<file path="src/sv/rrp_pkg.sv">
// Shared types and constants for the request parser.
`default_nettype none
package rrp_pkg;

  localparam int LINE_W  = 21;
  localparam int COUNT_W = 21;
  localparam int BULK_W  = 30;
  localparam int CFG_W   = 30;
  localparam int NUM_W   = 64;

  localparam logic [LINE_W-1:0]  MAX_LINE_RST = 21'd65536;
  localparam logic [COUNT_W-1:0] MAX_ARG_RST  = 21'd1048576;
  localparam logic [BULK_W-1:0]  MAX_BULK_RST = 30'd536870912;

  localparam logic [1:0] CFG_MAX_LINE = 2'd0;
  localparam logic [1:0] CFG_MAX_ARG  = 2'd1;
  localparam logic [1:0] CFG_MAX_BULK = 2'd2;

  localparam logic [1:0] EV_DATA    = 2'd0;
  localparam logic [1:0] EV_ARG_END = 2'd1;
  localparam logic [1:0] EV_CMD_END = 2'd2;
  localparam logic [1:0] EV_ERROR   = 2'd3;

  localparam logic [2:0] ERR_INLINE_LONG = 3'd0;
  localparam logic [2:0] ERR_COUNT_LONG  = 3'd1;
  localparam logic [2:0] ERR_BAD_COUNT   = 3'd2;
  localparam logic [2:0] ERR_NO_DOLLAR   = 3'd3;
  localparam logic [2:0] ERR_BAD_LENGTH  = 3'd4;
  localparam logic [2:0] ERR_LEN_LONG    = 3'd5;

  localparam logic [7:0] CH_STAR   = 8'h2A;
  localparam logic [7:0] CH_DOLLAR = 8'h24;
  localparam logic [7:0] CH_CR     = 8'h0D;
  localparam logic [7:0] CH_LF     = 8'h0A;
  localparam logic [7:0] CH_SPACE  = 8'h20;
  localparam logic [7:0] CH_MINUS  = 8'h2D;
  localparam logic [7:0] CH_ZERO   = 8'h30;
  localparam logic [7:0] CH_NINE   = 8'h39;

  // digit tracker: none, single zero, nonzero lead, invalid
  localparam logic [1:0] DIG_NONE    = 2'd0;
  localparam logic [1:0] DIG_ZERO    = 2'd1;
  localparam logic [1:0] DIG_NUM     = 2'd2;
  localparam logic [1:0] DIG_INVALID = 2'd3;

  typedef struct packed {
    logic [1:0]         kind;
    logic [7:0]         data;
    logic [COUNT_W-1:0] total;
    logic [2:0]         code;
    logic               last;
  } result_t;

  function automatic result_t mk_result(input logic [1:0] kind, input logic [7:0] data,
                                        input logic [COUNT_W-1:0] total,
                                        input logic [2:0] code);
    result_t r;
    r.kind  = kind;
    r.data  = data;
    r.total = total;
    r.code  = code;
    r.last  = 1'b0;
    return r;
  endfunction

endpackage
`default_nettype wire

</file>
<file path="src/sv/resp_request_parser.sv">
// Top level of the streaming request parser: byte decoder and result queue.
//
// Usage:
//   Input channel in_valid/in_stall/in_byte carries one request byte per item.
//   Result channel out_valid/out_stall carries one event per item: data byte,
//   argument end, command end (with argument count) or protocol error.
//   cfg_we/cfg_index/cfg_data write the line, count and bulk limits; the
//   user must write them only while idle; the block does not enforce it.
// Throughput: one byte per cycle while the receiver takes one result per
//   cycle; a byte that yields two results needs the result side for both of
//   them. A three-entry result queue lets a byte be taken while one result
//   still waits, so the input stalls only when two or more stay queued.
// Reset (synchronous, rst_n low): parser returns to idle, limits take their
//   defaults, the queue empties and any latched error clears.
// Receiver stall: queued results hold; the input stalls once the queue could
//   not absorb two more results.
// A protocol error is reported once and then all further bytes are consumed
// without results until reset.
`default_nettype none
module resp_request_parser (
  input  wire                          clk,
  input  wire                          rst_n,
  input  wire                          in_valid,
  output logic                         in_stall,
  input  wire  [7:0]                   in_byte,
  output logic                         out_valid,
  input  wire                          out_stall,
  output logic [1:0]                   out_event_kind,
  output logic [7:0]                   out_data_byte,
  output logic [rrp_pkg::COUNT_W-1:0]  out_arg_total,
  output logic [2:0]                   out_error_code,
  output logic                         out_last,
  input  wire                          cfg_we,
  input  wire  [1:0]                   cfg_index,
  input  wire  [rrp_pkg::CFG_W-1:0]    cfg_data
);

  localparam logic [3:0] M_IDLE       = 4'd0;
  localparam logic [3:0] M_INLINE     = 4'd1;
  localparam logic [3:0] M_COUNT      = 4'd2;
  localparam logic [3:0] M_LEN_FIRST  = 4'd3;
  localparam logic [3:0] M_LEN_DIGITS = 4'd4;
  localparam logic [3:0] M_LEN_BAD    = 4'd5;
  localparam logic [3:0] M_BULK       = 4'd6;
  localparam logic [3:0] M_TRAIL1     = 4'd7;
  localparam logic [3:0] M_TRAIL2     = 4'd8;

  localparam int LW = rrp_pkg::LINE_W;
  localparam int CW = rrp_pkg::COUNT_W;
  localparam int BW = rrp_pkg::BULK_W;
  localparam int NW = rrp_pkg::NUM_W;

  logic [LW-1:0] max_line_r;
  logic [CW-1:0] max_arg_r;
  logic [BW-1:0] max_bulk_r;

  logic [3:0]    mode_r, mode_nxt;
  logic [NW-1:0] acc_r, acc_nxt;
  logic          neg_r, neg_nxt;
  logic [1:0]    dig_r, dig_nxt;
  logic [CW-1:0] args_rem_r, args_rem_nxt;
  logic [BW-1:0] bulk_rem_r, bulk_rem_nxt;
  logic [LW-1:0] line_len_r, line_len_nxt;
  logic          held_r, held_nxt;
  logic          tok_r, tok_nxt;
  logic [CW-1:0] done_r, done_nxt;
  logic          err_r, err_nxt;

  rrp_pkg::result_t q_r [3];
  rrp_pkg::result_t q_nxt [3];
  logic [1:0]       cnt_r, cnt_nxt;

  rrp_pkg::result_t res [2];
  logic [1:0]       n;
  logic             clr;

  logic             accept, pop;
  logic [1:0]       cnt_p;

  logic             is_idle;
  logic             e_held, e_tok;
  logic [CW-1:0]    e_done;
  logic [LW-1:0]    e_len;
  logic             grow_ok;
  logic [LW-1:0]    len_inc;
  logic             tok_c;
  logic [CW-1:0]    done_c;
  logic [BW-1:0]    bulk_dec;
  logic [CW-1:0]    rem_dec;

  logic             is_digit;
  logic [3:0]       digit;
  logic [NW+3:0]    prod;
  logic [NW-1:0]    f_acc;
  logic             f_neg;
  logic [1:0]       f_dig;
  logic             num_ok;
  logic [NW-1:0]    len_val;

  // digit accumulation from the current number state
  always_comb begin
    is_digit = (in_byte >= rrp_pkg::CH_ZERO) && (in_byte <= rrp_pkg::CH_NINE);
    digit    = 4'(in_byte - rrp_pkg::CH_ZERO);
    prod     = ({4'b0, acc_r} << 3) + ({4'b0, acc_r} << 1) + (NW+4)'(digit);
    f_acc    = acc_r;
    f_neg    = neg_r;
    f_dig    = dig_r;
    if (dig_r != rrp_pkg::DIG_INVALID) begin
      if (is_digit) begin
        unique case (dig_r)
          rrp_pkg::DIG_NONE: begin
            if (digit == 4'd0) begin
              f_dig = neg_r ? rrp_pkg::DIG_INVALID : rrp_pkg::DIG_ZERO;
            end else begin
              f_dig = rrp_pkg::DIG_NUM;
              f_acc = NW'(digit);
            end
          end
          rrp_pkg::DIG_ZERO: f_dig = rrp_pkg::DIG_INVALID;
          default: begin
            if (prod[NW+3:NW] != 4'd0) begin
              f_dig = rrp_pkg::DIG_INVALID;
            end else begin
              f_acc = prod[NW-1:0];
            end
          end
        endcase
      end else if (in_byte == rrp_pkg::CH_MINUS && dig_r == rrp_pkg::DIG_NONE && !neg_r) begin
        f_neg = 1'b1;
      end else begin
        f_dig = rrp_pkg::DIG_INVALID;
      end
    end
    if (dig_r == rrp_pkg::DIG_ZERO) begin
      num_ok = 1'b1;
    end else if (dig_r == rrp_pkg::DIG_NUM) begin
      num_ok = neg_r ? (!acc_r[NW-1] || acc_r[NW-2:0] == '0) : !acc_r[NW-1];
    end else begin
      num_ok = 1'b0;
    end
    len_val = (dig_r == rrp_pkg::DIG_ZERO) ? '0 : acc_r;
  end

  always_comb begin
    mode_nxt     = mode_r;
    acc_nxt      = acc_r;
    neg_nxt      = neg_r;
    dig_nxt      = dig_r;
    args_rem_nxt = args_rem_r;
    bulk_rem_nxt = bulk_rem_r;
    line_len_nxt = line_len_r;
    held_nxt     = held_r;
    tok_nxt      = tok_r;
    done_nxt     = done_r;
    err_nxt      = err_r;
    res[0]       = '0;
    res[1]       = '0;
    n            = 2'd0;
    clr          = 1'b0;
    tok_c        = 1'b0;
    done_c       = done_r;

    is_idle  = !(mode_r == M_INLINE || mode_r == M_COUNT || mode_r == M_LEN_FIRST ||
                 mode_r == M_LEN_DIGITS || mode_r == M_LEN_BAD || mode_r == M_BULK ||
                 mode_r == M_TRAIL1 || mode_r == M_TRAIL2);
    e_held   = is_idle ? 1'b0 : held_r;
    e_tok    = is_idle ? 1'b0 : tok_r;
    e_done   = is_idle ? '0 : done_r;
    e_len    = is_idle ? '0 : line_len_r;
    grow_ok  = e_len < max_line_r;
    len_inc  = e_len + LW'(1);
    bulk_dec = (bulk_rem_r != '0) ? bulk_rem_r - BW'(1) : bulk_rem_r;
    rem_dec  = (args_rem_r != '0) ? args_rem_r - CW'(1) : args_rem_r;

    if (!err_r) begin
      unique case (mode_r)
        M_COUNT, M_LEN_DIGITS, M_LEN_BAD: begin
          if (held_r) begin
            held_nxt = 1'b0;
            if (mode_r == M_COUNT) begin
              if (!num_ok) begin
                err_nxt = 1'b1;
                res[n[0]] = rrp_pkg::mk_result(rrp_pkg::EV_ERROR, 8'h00, '0,
                                               rrp_pkg::ERR_BAD_COUNT);
                n = n + 2'd1;
              end else if (dig_r == rrp_pkg::DIG_ZERO || neg_r) begin
                clr = 1'b1;
              end else if (acc_r > NW'(max_arg_r)) begin
                err_nxt = 1'b1;
                res[n[0]] = rrp_pkg::mk_result(rrp_pkg::EV_ERROR, 8'h00, '0,
                                               rrp_pkg::ERR_BAD_COUNT);
                n = n + 2'd1;
              end else begin
                args_rem_nxt = acc_r[CW-1:0];
                done_nxt     = '0;
                line_len_nxt = '0;
                acc_nxt      = '0;
                neg_nxt      = 1'b0;
                dig_nxt      = rrp_pkg::DIG_NONE;
                mode_nxt     = M_LEN_FIRST;
              end
            end else if (mode_r == M_LEN_BAD) begin
              err_nxt = 1'b1;
              res[n[0]] = rrp_pkg::mk_result(rrp_pkg::EV_ERROR, 8'h00, '0,
                                             rrp_pkg::ERR_NO_DOLLAR);
              n = n + 2'd1;
            end else if (!num_ok || (dig_r == rrp_pkg::DIG_NUM && neg_r) ||
                         len_val > NW'(max_bulk_r)) begin
              err_nxt = 1'b1;
              res[n[0]] = rrp_pkg::mk_result(rrp_pkg::EV_ERROR, 8'h00, '0,
                                             rrp_pkg::ERR_BAD_LENGTH);
              n = n + 2'd1;
            end else begin
              bulk_rem_nxt = len_val[BW-1:0];
              line_len_nxt = '0;
              acc_nxt      = '0;
              neg_nxt      = 1'b0;
              dig_nxt      = rrp_pkg::DIG_NONE;
              mode_nxt     = (len_val != '0) ? M_BULK : M_TRAIL1;
            end
          end else if (in_byte == rrp_pkg::CH_CR) begin
            held_nxt = 1'b1;
          end else if (!grow_ok) begin
            err_nxt = 1'b1;
            res[n[0]] = rrp_pkg::mk_result(rrp_pkg::EV_ERROR, 8'h00, '0,
                                           (mode_r == M_COUNT) ? rrp_pkg::ERR_COUNT_LONG
                                                               : rrp_pkg::ERR_LEN_LONG);
            n = n + 2'd1;
          end else begin
            line_len_nxt = len_inc;
            if (mode_r != M_LEN_BAD) begin
              acc_nxt = f_acc;
              neg_nxt = f_neg;
              dig_nxt = f_dig;
            end
          end
        end
        M_LEN_FIRST: begin
          if (in_byte == rrp_pkg::CH_CR) begin
            held_nxt = 1'b1;
            mode_nxt = M_LEN_BAD;
          end else if (!grow_ok) begin
            err_nxt = 1'b1;
            res[n[0]] = rrp_pkg::mk_result(rrp_pkg::EV_ERROR, 8'h00, '0,
                                           rrp_pkg::ERR_LEN_LONG);
            n = n + 2'd1;
          end else begin
            line_len_nxt = len_inc;
            acc_nxt      = '0;
            neg_nxt      = 1'b0;
            dig_nxt      = rrp_pkg::DIG_NONE;
            mode_nxt     = (in_byte == rrp_pkg::CH_DOLLAR) ? M_LEN_DIGITS : M_LEN_BAD;
          end
        end
        M_BULK: begin
          res[n[0]] = rrp_pkg::mk_result(rrp_pkg::EV_DATA, in_byte, '0, 3'd0);
          n = n + 2'd1;
          bulk_rem_nxt = bulk_dec;
          if (bulk_dec == '0) begin
            mode_nxt = M_TRAIL1;
          end
        end
        M_TRAIL1: begin
          mode_nxt = M_TRAIL2;
        end
        M_TRAIL2: begin
          res[n[0]] = rrp_pkg::mk_result(rrp_pkg::EV_ARG_END, 8'h00, '0, 3'd0);
          n = n + 2'd1;
          done_c = done_r + CW'(1);
          done_nxt = done_c;
          args_rem_nxt = rem_dec;
          if (rem_dec == '0) begin
            res[n[0]] = rrp_pkg::mk_result(rrp_pkg::EV_CMD_END, 8'h00, done_c, 3'd0);
            n = n + 2'd1;
            clr = 1'b1;
          end else begin
            line_len_nxt = '0;
            mode_nxt     = M_LEN_FIRST;
          end
        end
        default: begin
          // idle and inline, with unused codes treated as idle
          if (is_idle) begin
            acc_nxt      = '0;
            neg_nxt      = 1'b0;
            dig_nxt      = rrp_pkg::DIG_NONE;
            args_rem_nxt = '0;
            bulk_rem_nxt = '0;
          end
          if (is_idle && in_byte == rrp_pkg::CH_STAR) begin
            held_nxt = 1'b0;
            tok_nxt  = 1'b0;
            done_nxt = '0;
            if (!grow_ok) begin
              err_nxt = 1'b1;
              res[n[0]] = rrp_pkg::mk_result(rrp_pkg::EV_ERROR, 8'h00, '0,
                                             rrp_pkg::ERR_COUNT_LONG);
              n = n + 2'd1;
            end else begin
              line_len_nxt = len_inc;
              mode_nxt     = M_COUNT;
            end
          end else begin
            mode_nxt = M_INLINE;
            tok_c    = e_tok;
            done_c   = e_done;
            if (e_held && in_byte == rrp_pkg::CH_LF) begin
              if (tok_c) begin
                res[n[0]] = rrp_pkg::mk_result(rrp_pkg::EV_ARG_END, 8'h00, '0, 3'd0);
                n = n + 2'd1;
                done_c = e_done + CW'(1);
              end
              if (done_c != '0) begin
                res[n[0]] = rrp_pkg::mk_result(rrp_pkg::EV_CMD_END, 8'h00, done_c, 3'd0);
                n = n + 2'd1;
              end
              clr = 1'b1;
            end else if (!grow_ok) begin
              err_nxt = 1'b1;
              res[n[0]] = rrp_pkg::mk_result(rrp_pkg::EV_ERROR, 8'h00, '0,
                                             rrp_pkg::ERR_INLINE_LONG);
              n = n + 2'd1;
            end else begin
              line_len_nxt = len_inc;
              held_nxt     = 1'b0;
              if (e_held) begin
                res[n[0]] = rrp_pkg::mk_result(rrp_pkg::EV_DATA, rrp_pkg::CH_CR, '0, 3'd0);
                n = n + 2'd1;
                tok_c = 1'b1;
              end
              if (in_byte == rrp_pkg::CH_CR) begin
                held_nxt = 1'b1;
              end else if (in_byte == rrp_pkg::CH_SPACE) begin
                if (tok_c) begin
                  res[n[0]] = rrp_pkg::mk_result(rrp_pkg::EV_ARG_END, 8'h00, '0, 3'd0);
                  n = n + 2'd1;
                  done_c = e_done + CW'(1);
                  tok_c  = 1'b0;
                end
              end else begin
                res[n[0]] = rrp_pkg::mk_result(rrp_pkg::EV_DATA, in_byte, '0, 3'd0);
                n = n + 2'd1;
                tok_c = 1'b1;
              end
              tok_nxt  = tok_c;
              done_nxt = done_c;
            end
          end
        end
      endcase
    end

    if (clr) begin
      mode_nxt     = M_IDLE;
      acc_nxt      = '0;
      neg_nxt      = 1'b0;
      dig_nxt      = rrp_pkg::DIG_NONE;
      args_rem_nxt = '0;
      bulk_rem_nxt = '0;
      line_len_nxt = '0;
      held_nxt     = 1'b0;
      tok_nxt      = 1'b0;
      done_nxt     = '0;
    end

    if (n == 2'd2) begin
      res[1].last = 1'b1;
    end else if (n == 2'd1) begin
      res[0].last = 1'b1;
    end
  end

  // result queue: entry 0 drives the output
  always_comb begin
    pop      = (cnt_r != 2'd0) && !out_stall;
    cnt_p    = cnt_r - {1'b0, pop};
    in_stall = cnt_p > 2'd1;
    accept   = in_valid && !in_stall;
    q_nxt[0] = pop ? q_r[1] : q_r[0];
    q_nxt[1] = pop ? q_r[2] : q_r[1];
    q_nxt[2] = q_r[2];
    cnt_nxt  = cnt_p;
    if (accept) begin
      if (n != 2'd0) begin
        q_nxt[cnt_p] = res[0];
      end
      if (n == 2'd2) begin
        q_nxt[cnt_p + 2'd1] = res[1];
      end
      cnt_nxt = cnt_p + n;
    end
  end

  assign out_valid      = cnt_r != 2'd0;
  assign out_event_kind = q_r[0].kind;
  assign out_data_byte  = q_r[0].data;
  assign out_arg_total  = q_r[0].total;
  assign out_error_code = q_r[0].code;
  assign out_last       = q_r[0].last;

  always_ff @(posedge clk) begin
    if (!rst_n) begin
      max_line_r <= rrp_pkg::MAX_LINE_RST;
      max_arg_r  <= rrp_pkg::MAX_ARG_RST;
      max_bulk_r <= rrp_pkg::MAX_BULK_RST;
    end else if (cfg_we) begin
      unique case (cfg_index)
        rrp_pkg::CFG_MAX_LINE: max_line_r <= cfg_data[LW-1:0];
        rrp_pkg::CFG_MAX_ARG:  max_arg_r  <= cfg_data[CW-1:0];
        rrp_pkg::CFG_MAX_BULK: max_bulk_r <= cfg_data[BW-1:0];
        default: ;
      endcase
    end
  end

  always_ff @(posedge clk) begin
    if (!rst_n) begin
      mode_r     <= M_IDLE;
      acc_r      <= '0;
      neg_r      <= 1'b0;
      dig_r      <= rrp_pkg::DIG_NONE;
      args_rem_r <= '0;
      bulk_rem_r <= '0;
      line_len_r <= '0;
      held_r     <= 1'b0;
      tok_r      <= 1'b0;
      done_r     <= '0;
      err_r      <= 1'b0;
      cnt_r      <= 2'd0;
    end else begin
      cnt_r <= cnt_nxt;
      if (accept) begin
        mode_r     <= mode_nxt;
        acc_r      <= acc_nxt;
        neg_r      <= neg_nxt;
        dig_r      <= dig_nxt;
        args_rem_r <= args_rem_nxt;
        bulk_rem_r <= bulk_rem_nxt;
        line_len_r <= line_len_nxt;
        held_r     <= held_nxt;
        tok_r      <= tok_nxt;
        done_r     <= done_nxt;
        err_r      <= err_nxt;
      end
    end
  end

  always_ff @(posedge clk) begin
    q_r[0] <= q_nxt[0];
    q_r[1] <= q_nxt[1];
    q_r[2] <= q_nxt[2];
  end

`ifndef SYNTH
  a_stall_needs_queue: assert property (@(posedge clk) disable iff (!rst_n)
    in_stall |-> out_valid)
    else $error("input stalled with an empty result queue");

  a_error_silent: assert property (@(posedge clk) disable iff (!rst_n)
    (accept && err_r) |=> (cnt_r <= $past(cnt_r)))
    else $error("results produced after a latched error");

  a_cmd_end_last: assert property (@(posedge clk) disable iff (!rst_n)
    (out_valid && out_event_kind == rrp_pkg::EV_CMD_END) |-> out_last)
    else $error("command end not marked as final result of its byte");

  a_error_latched: assert property (@(posedge clk) disable iff (!rst_n)
    (out_valid && out_event_kind == rrp_pkg::EV_ERROR) |-> (err_r && out_last))
    else $error("error result without latched error state");
`endif

endmodule
`default_nettype wire
</file>
<file path="config.mk">
export PLATFORM = sky130hd
export DESIGN_NAME = resp_request_parser
export DESIGN_NICKNAME = d
export VERILOG_FILES = /design/src/sv/rrp_pkg.sv /design/src/sv/resp_request_parser.sv
export SDC_FILE = /design/constraint.sdc
export NUM_CORES = 2
export LEC_CHECK = 0
export ABC_AREA = 1
export BUFFER_PORTS_ARGS = -buffer_cell sky130_fd_sc_hd__buf_4
export CAP_MARGIN = 20
export CORE_ASPECT_RATIO = 0.6
export CORE_UTILIZATION = 55
export CTS_BUF_LIST = sky130_fd_sc_hd__clkbuf_4 sky130_fd_sc_hd__clkbuf_8 sky130_fd_sc_hd__clkbuf_16
export DETAILED_ROUTE_END_ITERATION = 7
export GPL_ROUTABILITY_DRIVEN = 0
export HOLD_SLACK_MARGIN = 0.15
export PLACE_DENSITY_LB_ADDON = 0.12
export REMOVE_ABC_BUFFERS = 1
export SLEW_MARGIN = 5
export SYNTH_ARGS = -nofsm -noshare
export SYNTH_HDL_FRONTEND = slang
export SYNTH_SLANG_ARGS = --single-unit
</file>
<file path="constraint.sdc">
create_clock -name clk -period 12.7 [get_ports clk]
set_clock_uncertainty 0.15 [all_clocks]
set_input_delay 2.54 -clock clk [delete_from_list [all_inputs] [get_ports clk]]
set_output_delay 2.54 -clock clk [all_outputs]
set_load 0.005 [all_outputs]
</file>
==> metrics.md <==
| Metric | Value |
|---|---|
| Met2 routed WL | `35.6 mm` |
| Final setup fails | `0` |
| Routed WL per cell | `18.5 um` |
| Top cells by area, synth | `dfxtp_1 (20%), nand2_1 (15%), ha_1 (8.6%)` |
| Share of cells above drive strength 1 | `7.08%` |
| Top delay family on crit path | `simple AND/OR/NAND/NOR gates` |
| Max cap viols | `0` |
| Drt first pass iters | `7` |
| DRC violation count after routing | `0` |
| DR iter-0 viols | `5,228` |
| Critical Path Start Type | `flip-flop` |
| Nets | `about 5,200` |
| Multi-input gate area | `slightly below 20,000 um^2` |
| Diode count | `0` |
| Most common cell after layout, fill and taps aside | `nand2_1` |
| Class of the worst hold path | `flip-flop to flip-flop` |
| CP endpoint kind | `flip-flop` |
| FFs w/ async S/R, synth | `0%` |
| CTS sink cnt | `346` |
| Required time of the critical path | `13,020 ps` |
| Worst EP arrival | `between 8000 and 9000 ps` |
| Max VDD drop | `0.192 mV` |
| Least-Margin Pin Slew | `1030 ps` |
| Clk slew on worst S/H paths | `70 ps` |
| Post-synthesis cell count | `5,041` |
| Fin area | `32,400 um^2` |
| Vias in the first global route | `~29,000` |
| Top layer in use | `met4` |
| Maximum fanout along the worst path | `75` |
| Post-cts sizing count | `0` |
| Post-Route WL | `105 mm` |
| LEAKAGE | `15.3 nW` |
| Rel. slew slack | `31.4%` |
| Library cells used by synthesis | `61` |
| Yosys top cell by area | `dfxtp_1` |
| Post-CTS setup buffer count | `0` |
| Yosys reg bits | `346` |
| I/O Pins | `82` |
| Port bufs | `81` |
| Met1 wire length | `50.7 mm` |
| Fmax | `0.126 GHz` |
| Antenna viol nets, final | `0` |
| # H-tree levels | `2` |
| Fillers | `~5,500` |
| Full die area | `56,500 um^2` |
| Most frequent cells in the layout | `nand2_1 (1,178), inv_1 (650), nor2_1 (619)` |
| Crit-path most repeated cell | `nand2_1` |
| Vias | `33,739` |
| FF-to-FF setup slack | `4770 ps` |
| Worst Path Class, Setup | `flip-flop to flip-flop` |
| Chip Height | `184 um` |
| Register area share after synthesis | `23.8%` |
| Fin. max-slew vios | `0` |
| Ys flop type | `dfxtp_1` |
| Routed vias/inst | `5.93` |
| Core area | `between 50,000 and 60,000 um^2` |
| Root buffer cell | `clkbuf_16` |
| Initial antenna violation count | `1` |
| Mapped Avg Cell Area | `6.05 um^2` |
| Final hold vios | `0` |
| Register cell area after layout | `7280 um^2` |
| Worst R2R End | `q_r[0][4]` |
| Hold Path Origin | `max_line_r[7]` |
| Post-layout minimum cycle time | `7930 ps` |
| Total CTS buffers | `38` |
| R2R cell count | `26` |
| Ys Warns | `0` |
| Hold-fix buffer count after cts | `0` |
| # rows | `66` |
| CP Buf/Inv Count | `6` |
| RSZ-0062 raised after global routing | `no` |
| CP peak stage delay | `830 ps` |
| CTS tree | `done` |
| CTS max path bufs | `3` |
| Final period util | `around 62%` |
| Outcome | `finished, final reports clean` |
| Post-synth top area share | `around a fifth` |
| Area growth from synthesis to layout | `6.06%` |
| R2R Path Start | `mode_r[0]` |
| Grt ovf | `0` |
| Starting Density | `56.0%` |
| GR Util All Layers | `36.3%` |
| Setup_tns | `0 ps` |
| Global-route wire length before repair | `164 mm` |
| Clock latency on the worst-skew pair | `600 ps` |
| Hold Path Sink | `max_line_r[7]` |
| Post-place instance area | `31,100 um^2` |
| Largest net degree at the start of global routing | `86` |
| Worst Hold Depth | `2` |
| Hpwl dp | `79.1 mm` |
| Pwr per Cell Area | `283 nW/um^2` |
| Met3 Wirelength | `17.5 mm` |
| Slowest cell on the critical path | `nor2_2` |
| Mapped cell area | `slightly above 30,000 um^2` |
| Die W | `between 300 and 400 um` |
| Number of synthesized flops with an enable pin | `35` |
-- power by group --
group / leakage, nW / switching (mW) / internal (mW) / total (mW)
Combinational: 11.8 / 4.34 / 1.89 / 6.23
Clock: 0.621 / 0.513 / 0.639 / 1.15
Sequential: 2.90 / 0.262 / 1.50 / 1.76
-- layer usage --
metal  vias up  GRT usage, %
li1      16332             -
met1     15211          59.1
met2      2071          43.4
met3       125          12.9
met4         0          5.46
met5         -             0
-- state kept, by name (all words and copies together), names as in the netlist --
name and count:
acc_r 64, done_r 21, dig_r 2, neg_r 1, cnt_r 2, held_r 1, tok_r 1, max_arg_r 21
err_r 1, max_bulk_r 30, mode_r 4, max_line_r 21, args_rem_r 21, bulk_rem_r 30, line_len_r 21, q_r 105
-- stage by stage --
step	instances	power, mW	hold WS, ps	util (%)	setup slack, ps
finish	5687	9.15	314	59.4	4770
global route	5687	9.92	344	59.4	4340
CTS	5683	8.90	313	59.3	5120
detailed placement	5615	7.72	304	57.0	4740
global placement	5614	7.63	300	57.0	4890
floorplan	4787	5.93	285	-	3520
-- cell usage after synthesis (all sizes together), types with 8 or more instances --
library cell,count
buf,113
nand3,375
o22ai,29
a21oi,333
nand2,1185
nor2,641
xor2,25
nand4,144
mux2i,20
o211ai,32
a211oi,28
a21boi,10
a22oi,8
ha,209
a31o,8
o21a,10
dfxtp,311
xnor2,16
o21ai,410
clkbuf,141
a31oi,19
inv,662
edfxtp,35
or2,98
nand3b,8
nor3,87
o21bai,24
a21o,12
nor4,20
-- final cells by class --
class	instances	area share, %
Clock inverter	14	0.398
Inverter	663	7.70
Multi-Input combinational cell	3778	60.4
Timing Repair Buffer	118	2.85
Sequential cell	346	22.5
Tap cell	714	2.76
Clock buffer	54	3.44
-- worst max-delay path by stage --
| stage | slack, ps | from | end | cells past startpoint |
|---|---|---|---|---|
| finish | 4770 | mode_r[0] | q_r[0][4] | 26 |
| global route | 4340 | mode_r[0] | q_r[0][4] | 26 |
| CTS | 5120 | mode_r[0] | q_r[0][4] | 26 |
| detailed placement | 4740 | in_byte[3] | acc_r[13] | 25 |
| global placement | 4890 | in_byte[3] | acc_r[23] | 25 |
| floorplan | 3520 | out_stall | q_r[0][38] | 13 |
-- kinds of logic after synthesis --
| logic type | Yosys count | share of synthesized area [%] |
|---|---|---|
| buffers and inverters | 917 | 12.2 |
| xor gates and xnor gates | 41 | 1.18 |
| adders and majority gates | 211 | 8.70 |
| DFF | 346 | 23.8 |
| muxes | 20 | 0.656 |
| and+or+nand+nor | 2567 | 36.4 |
| AOI/OAI and AO/OA | 939 | 17.0 |
-- worst reg2reg max path: stages, from the launching register on --
cell and delay [ps]:
dfxtp_1 340, nor2_1 170, nand3_2 660, nand2_1 270
buf_4 330, inv_2 390, nor2_2 840, inv_2 350
ha_1 390, nand2_1 50, inv_1 50, nand4_1 70
nor2_1 110, nand4_1 110, nor3_1 150, nand4_1 320
ha_1 400, nand2_1 70, a31o_2 230, nand3_1 170
nand2_2 350, buf_4 660, nand2_2 710, nand2_1 220
nand2_1 60, o21ai_0 160, inv_1 50
No activity file was read; power rests on OpenSTA's default activity.
